File: config.mk
export PLATFORM = sky130hd
export DESIGN_NAME = flv_tag_timestamp_rebase_unit
export DESIGN_NICKNAME = d
export VERILOG_FILES = /design/src/flvtr_pkg.sv /design/src/flvtr_parser.sv /design/src/flvtr_outbuf.sv /design/src/flv_tag_timestamp_rebase_unit.sv
export SDC_FILE = /design/constraint.sdc
export NUM_CORES = 1
export LEC_CHECK = 0
export BUFFER_PORTS_ARGS = -buffer_cell sky130_fd_sc_hd__buf_4
export CORE_MARGIN = 3
export CORE_UTILIZATION = 30
export DETAILED_ROUTE_END_ITERATION = 16
export GPL_ROUTABILITY_DRIVEN = 1
export SLEW_MARGIN = 10
export SYNTH_ARGS = -nofsm -noshare
export SYNTH_HDL_FRONTEND = slang
export SYNTH_SLANG_ARGS = --single-unit
File: constraint.sdc
create_clock -name clock -period 6.6 [get_ports clock]
set_clock_uncertainty 0.1 [all_clocks]
set_input_delay 0.66 -clock clock [delete_from_list [all_inputs] [get_ports clock]]
set_output_delay 0.66 -clock clock [all_outputs]
set_load 0.005 [all_outputs]
File: src/flvtr_pkg.sv
// Shared types and constants for the FLV tag timestamp rebase unit.
package flvtr_pkg;

   // Byte and timestamp widths fixed by the FLV format.
   localparam int unsigned BYTE_W      = 8;
   localparam int unsigned TS_W        = 24;
   localparam int unsigned MAX_RESULTS = 3;
   localparam int unsigned COUNT_W     = 2;

   // Configuration port layout: two 24-bit registers at word addresses.
   localparam int unsigned CSR_ADDR_W  = 3;
   localparam int unsigned CSR_DATA_W  = 32;
   localparam logic        CSR_IDX_VIDEO_OFFSET = 1'b0;
   localparam logic        CSR_IDX_AUDIO_OFFSET = 1'b1;

   // Bytes produced for one accepted input byte, first to leave in slot zero.
   typedef struct packed {
      logic [COUNT_W-1:0]                  count;
      logic [MAX_RESULTS-1:0][BYTE_W-1:0] data;
   } result_type;

endpackage

File: src/flvtr_parser.sv
// Byte-wise FLV parser that tracks header, tag and body position and rebases timestamps.
module flvtr_parser (
   input  logic                                   clock,
   input  logic                                   reset,
   input  logic                                   accept,
   input  logic [flvtr_pkg::BYTE_W-1:0]          data_byte,
   input  logic                                   file_start,
   input  logic [flvtr_pkg::TS_W-1:0]            video_offset,
   input  logic [flvtr_pkg::TS_W-1:0]            audio_offset,
   output flvtr_pkg::result_type                  result
);

   typedef enum logic [1:0] {
      PH_SKIP = 2'd0,
      PH_TAG  = 2'd1,
      PH_BODY = 2'd2,
      PH_SPARE = 2'd3
   } phase_type;

   typedef enum logic [1:0] {
      KIND_AUDIO  = 2'd0,
      KIND_VIDEO  = 2'd1,
      KIND_SCRIPT = 2'd2,
      KIND_SPARE  = 2'd3
   } kind_type;

   localparam logic [4:0] TYPE_SCRIPT    = 5'd18;
   localparam logic [4:0] TYPE_VIDEO     = 5'd9;
   localparam logic [3:0] FILE_HDR_LEN   = 4'd13;
   localparam logic [3:0] POS_SIZE_FIRST = 4'd1;
   localparam logic [3:0] POS_SIZE_LAST  = 4'd3;
   localparam logic [3:0] POS_TS_HIGH    = 4'd4;
   localparam logic [3:0] POS_TS_MID     = 4'd5;
   localparam logic [3:0] POS_TS_LOW     = 4'd6;
   localparam logic [3:0] POS_HDR_LAST   = 4'd10;
   localparam logic [24:0] PREV_SIZE_LEN = 25'd4;

   phase_type    phase_ff,  phase_in;
   logic [3:0]   pos_ff,    pos_in;
   kind_type     kind_ff,   kind_in;
   logic [23:0]  size_ff,   size_in;
   logic [24:0]  remain_ff, remain_in;
   logic [15:0]  held_ff,   held_in;

   phase_type    phase_cur;
   logic [3:0]   pos_cur;
   logic [3:0]   pos_inc;
   logic [24:0]  remain_dec;
   logic [23:0]  ts_full;
   logic [23:0]  ts_sum;

   // A file start restarts header skipping whatever the tracked position.
   // The kind only changes on the type byte, so the stored kind serves the low timestamp byte.
   assign phase_cur  = file_start ? PH_SKIP : phase_ff;
   assign pos_cur    = file_start ? 4'd0 : pos_ff;
   assign pos_inc    = pos_cur + 4'd1;
   assign remain_dec = remain_ff - 25'd1;
   assign ts_full    = {held_ff, data_byte};
   assign ts_sum     = ts_full + ((kind_ff == KIND_VIDEO) ? video_offset : audio_offset);

   // Next state and the result bytes for the byte on the input.
   always_comb begin
      phase_in  = phase_cur;
      pos_in    = pos_cur;
      kind_in   = kind_ff;
      size_in   = size_ff;
      remain_in = remain_ff;
      held_in   = held_ff;
      result.count = 2'd0;
      result.data  = {data_byte, data_byte, data_byte};
      case (phase_cur)
         PH_SKIP: begin
            pos_in = pos_inc;
            if (pos_inc >= FILE_HDR_LEN) begin
               phase_in = PH_TAG;
               pos_in   = 4'd0;
            end
         end
         PH_BODY: begin
            if (kind_ff != KIND_SCRIPT) begin
               result.count = 2'd1;
            end
            remain_in = remain_dec;
            if (remain_dec == 25'd0) begin
               phase_in = PH_TAG;
               pos_in   = 4'd0;
            end
         end
         default: begin
            // Tag header, also taken for the phase code that never arises.
            if (pos_cur == 4'd0) begin
               if (data_byte[4:0] == TYPE_SCRIPT) begin
                  kind_in = KIND_SCRIPT;
               end else if (data_byte[4:0] == TYPE_VIDEO) begin
                  kind_in = KIND_VIDEO;
               end else begin
                  kind_in = KIND_AUDIO;
               end
               size_in = 24'd0;
            end else if (pos_cur >= POS_SIZE_FIRST && pos_cur <= POS_SIZE_LAST) begin
               size_in = {size_ff[15:0], data_byte};
            end
            if (kind_in == KIND_SCRIPT) begin
               result.count = 2'd0;
            end else if (pos_cur == POS_TS_HIGH) begin
               held_in = {data_byte, 8'd0};
            end else if (pos_cur == POS_TS_MID) begin
               held_in = {held_ff[15:8], data_byte};
            end else if (pos_cur == POS_TS_LOW) begin
               result.count = 2'd3;
               result.data  = {ts_sum[7:0], ts_sum[15:8], ts_sum[23:16]};
            end else begin
               result.count = 2'd1;
            end
            if (pos_cur >= POS_HDR_LAST) begin
               remain_in = {1'b0, size_in} + PREV_SIZE_LEN;
               phase_in  = PH_BODY;
               pos_in    = 4'd0;
            end else begin
               pos_in   = pos_inc;
               phase_in = PH_TAG;
            end
         end
      endcase
   end

   // Parser state advances only on an accepted input transfer.
   always_ff @(posedge clock) begin
      if (reset) begin
         phase_ff  <= PH_SKIP;
         pos_ff    <= 4'd0;
         kind_ff   <= KIND_AUDIO;
         size_ff   <= 24'd0;
         remain_ff <= 25'd0;
         held_ff   <= 16'd0;
      end else if (accept) begin
         phase_ff  <= phase_in;
         pos_ff    <= pos_in;
         kind_ff   <= kind_in;
         size_ff   <= size_in;
         remain_ff <= remain_in;
         held_ff   <= held_in;
      end
   end

endmodule

File: src/flvtr_outbuf.sv
// Holds up to three result bytes of one input, sent one a cycle while rsp_tready is high.
module flvtr_outbuf (
   input  logic                                clock,
   input  logic                                reset,
   input  logic                                load,
   input  flvtr_pkg::result_type               result,
   output logic                                can_load,
   output logic                                rsp_tvalid,
   input  logic                                rsp_tready,
   output logic [flvtr_pkg::BYTE_W-1:0]       rsp_tdata,
   output logic                                rsp_tlast
);

   logic [flvtr_pkg::COUNT_W-1:0]                            count_ff, count_in;
   logic [flvtr_pkg::MAX_RESULTS-1:0][flvtr_pkg::BYTE_W-1:0] data_ff,  data_in;
   logic                                                     pop;

   assign rsp_tvalid = (count_ff != 2'd0);
   assign rsp_tdata  = data_ff[0];
   assign rsp_tlast  = (count_ff == 2'd1);
   assign pop        = rsp_tvalid && rsp_tready;
   // A new input may enter once the register is empty or its last byte leaves now.
   assign can_load   = (count_ff == 2'd0) || (count_ff == 2'd1 && rsp_tready);

   // Load a fresh run, or shift the next byte of the current run forward.
   always_comb begin
      count_in = count_ff;
      data_in  = data_ff;
      if (load) begin
         count_in = result.count;
         data_in  = result.data;
      end else if (pop) begin
         count_in = count_ff - 2'd1;
         data_in  = {data_ff[2], data_ff[2], data_ff[1]};
      end
   end

   always_ff @(posedge clock) begin
      if (reset) begin
         count_ff <= 2'd0;
      end else begin
         count_ff <= count_in;
      end
   end

   always_ff @(posedge clock) begin
      data_ff <= data_in;
   end

endmodule

File: src/flv_tag_timestamp_rebase_unit.sv
// Top level of the FLV tag timestamp rebase unit: register port, parser and result register.
//
//   Channel   Direction   Carries                                      Transfer when
//   req_      in          tdata: data_byte; tuser: file_start           tvalid && tready
//   rsp_      out         tdata: out_byte; tlast: last_of_run           tvalid && tready
//   csr_      in/out      video_offset at 0x0, audio_offset at 0x4     psel&penable&pwrite
//
// Results are registered and presented the cycle after their input byte is taken.
// Bytes that pass through run at one byte a cycle while rsp_tready is high; the low
// timestamp byte yields three bytes and holds req_tready low while the result register
// drains. Skipped and dropped bytes are taken every cycle once that register is empty.
// Reset is synchronous; it puts the parser into file header skipping, offsets at zero.
// A stall on rsp_tready stalls req_tready in the same cycle through the result register.
module flv_tag_timestamp_rebase_unit (
   input  logic                                  clock,
   input  logic                                  reset,
   input  logic                                  req_tvalid,
   output logic                                  req_tready,
   input  logic [flvtr_pkg::BYTE_W-1:0]         req_tdata,   // [7:0] data_byte
   input  logic                                  req_tuser,   // [0] file_start
   output logic                                  rsp_tvalid,
   input  logic                                  rsp_tready,
   output logic [flvtr_pkg::BYTE_W-1:0]         rsp_tdata,   // [7:0] out_byte
   output logic                                  rsp_tlast,
   input  logic                                  csr_psel,
   input  logic                                  csr_penable,
   input  logic                                  csr_pwrite,
   input  logic [flvtr_pkg::CSR_ADDR_W-1:0]     csr_paddr,
   input  logic [flvtr_pkg::CSR_DATA_W-1:0]     csr_pwdata,
   output logic [flvtr_pkg::CSR_DATA_W-1:0]     csr_prdata,
   output logic                                  csr_pready
);

   logic [flvtr_pkg::TS_W-1:0] video_offset_ff;
   logic [flvtr_pkg::TS_W-1:0] audio_offset_ff;
   logic                       csr_write;
   logic                       csr_index;
   logic                       req_accept;
   logic                       can_load;
   flvtr_pkg::result_type      result;

   // Register port: always ready, word index taken from address bit two.
   assign csr_pready = 1'b1;
   assign csr_index  = csr_paddr[2];
   assign csr_write  = csr_psel && csr_penable && csr_pwrite && csr_pready;

   always_comb begin
      case (csr_index)
         flvtr_pkg::CSR_IDX_VIDEO_OFFSET: csr_prdata = {8'd0, video_offset_ff};
         flvtr_pkg::CSR_IDX_AUDIO_OFFSET: csr_prdata = {8'd0, audio_offset_ff};
         default:                         csr_prdata = '0;
      endcase
   end

   always_ff @(posedge clock) begin
      if (reset) begin
         video_offset_ff <= '0;
         audio_offset_ff <= '0;
      end else if (csr_write) begin
         if (csr_index == flvtr_pkg::CSR_IDX_VIDEO_OFFSET) begin
            video_offset_ff <= csr_pwdata[flvtr_pkg::TS_W-1:0];
         end else begin
            audio_offset_ff <= csr_pwdata[flvtr_pkg::TS_W-1:0];
         end
      end
   end

   // Input transfer handshake.
   assign req_tready = can_load;
   assign req_accept = req_tvalid && req_tready;

   flvtr_parser u_parser (
      .clock        (clock),
      .reset        (reset),
      .accept       (req_accept),
      .data_byte    (req_tdata),
      .file_start   (req_tuser),
      .video_offset (video_offset_ff),
      .audio_offset (audio_offset_ff),
      .result       (result)
   );

   flvtr_outbuf u_outbuf (
      .clock      (clock),
      .reset      (reset),
      .load       (req_accept),
      .result     (result),
      .can_load   (can_load),
      .rsp_tvalid (rsp_tvalid),
      .rsp_tready (rsp_tready),
      .rsp_tdata  (rsp_tdata),
      .rsp_tlast  (rsp_tlast)
   );

   // A file start byte is always skipped, so nothing is left waiting after it.
   a_start_leaves_empty: assert property (@(posedge clock) disable iff (reset)
      (req_tvalid && req_tready && req_tuser) |=> !rsp_tvalid)
      else $error("result pending after a file start transfer");

   // A run of timestamp bytes continues without a gap until its last byte.
   a_run_unbroken: assert property (@(posedge clock) disable iff (reset)
      (rsp_tvalid && rsp_tready && !rsp_tlast) |=> rsp_tvalid)
      else $error("result run broken before its last byte");

   // Input is only taken when at most the final byte of a run is still held.
   a_ready_only_near_empty: assert property (@(posedge clock) disable iff (reset)
      req_tready |-> (!rsp_tvalid || rsp_tlast))
      else $error("input taken while several result bytes are pending");

endmodule

==> results.ini <==
[grt]
grt_pass1_vias=7895
antenna_found_initial=0
grt_max_degree=101
grt_pass1_wl_um=43400
grt_overflow=0
grt_use_total_pct=16.0

[floorplan]
die_w_um=183
num_io_pins=95
core_mm2=0.0308
initial_core_util_pct=30.6
rows=64
die_area_mm2=0.0336
die_y_um=183

[detailed_routing]
vias_per_cell=5.30
drt_iter0_markers=771
highest_layer=met4
dr.pass1.iters=6
wl_um=27500
drcViolationCount=0
routedWlPerCell_um=16.8
ant_nets=0
met3_length_um=1310
num_vias=8698
met1Wirelength_um=13700
met2_length_um=12000

[job]
drv_cap=0

[cells_and_area]
final_common_cell=nand2_1
antenna_cells=0
area_delta_synth_final_pct=14.9
drive_above_1_share_pct=15.2
final-instance-count-excl-fill=1640
nNetsFinal=1316
final_cell_mix=nand2_1, a21oi_1, dfxtp_1

[power_and_ir_drop]
vdd_ir_drop_max_mv=0.160
power.leakage_uw=0.00412
total_power_uw=2450
powerDensity_mw_per_mm2=226

[critical_path]
crit_end=u_parser.remain_ff[18]
crit_path_start_kind=register
required_ns=6.82
crit_path_start=u_parser.pos_ff[1]
end_kind=register
arrival_ns=4.63
worstSetupPathType=reg -> reg
r2r_cells=14
critical_path.max_fanout=16
ff2ff_setup_slack_ns=2.18
regToRegEndpoint=u_parser.remain_ff[18]
worstReg2RegStart=u_parser.pos_ff[1]

[yosys]
synth_edf_count=24
syn_inst=1209
synthArstFlopShare_pct=0
avgSynthCellArea_um2=7.80
ys_seq_area_share_pct=33.7
ys_ff_latch=147
ys_types=74
synth.cell_area_mm2=0.00943
synth_ff_type=dfxtp_1
ys.warnings.count=0

[min_path]
holdCritPathClass=reg -> reg

[sta]
hold_viol_final=0
fmax_ghz=0.226
final.min_clock_period_ns=4.42
rsz0062_at_grt=no
fin_tns_setup_ns=0
slew_headroom_pct=28.7
tightest_slew_ns=1.07
hold-worst-slack_ns=0.360
finalCritPeriodShare_pct=66.9
final-max-slew-violation-count=0
setup_violations=0

[outcome]
status=completed

[placement]
port_buffers=75
place_congestion=0.881
dp_hpwl_um=19300
placedCellCount=1608

[clocking]
postCtsSetupRepairBufs=0
postCtsHoldBufs=0
cts_buffer_depth=2
cts_max_level=4
cts_resized=0
cts_tree=done
insertion_delay_ns=0.44
cts_sinks=147
clockRootBuffer=clkbuf_16
cts_buffers=17
clk_pin_slew_worst_paths_ns=0.08

synth_stat cells, types with 19 or more instances:
cell type | n | area share (%)
a211oi_1 | 20 | 1.6
a21oi_1 | 136 | 7.2
a22oi_1 | 23 | 1.8
clkbuf_1 | 70 | 2.8
dfxtp_1 | 123 | 26
edfxtp_1 | 24 | 7.6
ha_1 | 33 | 4.4
inv_1 | 23 | 0.92
mux2_2 | 48 | 5.7
nand2_1 | 202 | 8.0
nand3_1 | 32 | 1.7
nor2_1 | 108 | 4.3
nor3_1 | 36 | 1.9
o21ai_0 | 54 | 2.9
xnor2_1 | 27 | 2.5
xor2_1 | 19 | 1.8
sequential cells by signal, summed over array words and instances, names as in the netlist:
signal and cells:
u_outbuf.rsp_tdata 8, u_parser.held_ff 16, audio_offset_ff 24, video_offset_ff 24, u_outbuf.count_ff 2, u_outbuf.data_ff 16, u_parser.phase_ff 2, u_parser.size_ff 24
u_parser.pos_ff 4, u_parser.kind_ff 2, u_parser.remain_ff 25
area by class of cell:
class,count,area [µm²]
clock buffers,17,425
clock inverters,15,204
fillers,3217,20000
inverters,23,86.3
multi-input cells,952,5770
flip-flops and latches,147,3180
well taps,396,495
repair buffers,90,676
critical path, cell delays in order, from the launching register on:
cell       delay (ns)
dfxtp_1          0.40
nor2b_1          0.25
inv_1            0.11
ha_1             0.25
nand2b_1         0.25
nand2_1          0.52
nand2_1          0.11
a21oi_1          0.34
ha_1             0.25
o211ai_1         0.21
a2111oi_2        0.81
nand2_1          0.16
xnor2_1          0.16
a221oi_1         0.30
nor3_1           0.08
kinds of logic (layout without fill, tap and decap cells):
logic type                 after synthesis  in the layout  synth area share (%)
and+or+nand+nor                        475            475                  23.2
AOI/OAI and AO/OA                      326            326                  21.4
DFF                                    147            147                  33.7
buffers and inverters                  117            145                  5.46
muxes                                   62             62                  7.22
xor gates and xnor gates                46             46                  4.27
adders and majority gates               34             34                  4.59
other                                    2              9                0.0796
power breakdown:
group,switching [µW],internal (µW)
Combinational,269,160
Sequential,26.2,977
Clock,498,522
stage by stage:
stage	area, µm²	setup WS [ns]	utilization (%)
final	10800	2.18	35.1
after global routing	10800	1.81	35.1
after CTS	10800	2.25	35.1
after detailed placement	10200	1.86	33.1
after global placement	10200	1.88	33.1
after floorplan	9460	2.25	-
metal layers:
layer | track usage, % | vias up
li1 | - | 4357
met1 | 23.6 | 4048
met2 | 24.0 | 262
met3 | 2.34 | 31
met4 | 4.94 | 0
met5 | 0 | -
worst min-delay path by stage:
stage	startpoint	to	slack, ns	depth (start not counted)
after detailed placement	u_parser.held_ff[5]	u_parser.held_ff[5]	0.35	2
after floorplan	u_parser.held_ff[0]	u_parser.held_ff[0]	0.34	2
after CTS	csr_pwdata[11]	video_offset_ff[11]	0.35	3
final	u_parser.held_ff[5]	u_parser.held_ff[5]	0.36	2
after global routing	csr_pwdata[11]	video_offset_ff[11]	0.35	3
after global placement	u_parser.held_ff[6]	u_parser.held_ff[6]	0.34	2
(Power assumes the default switching activity.)
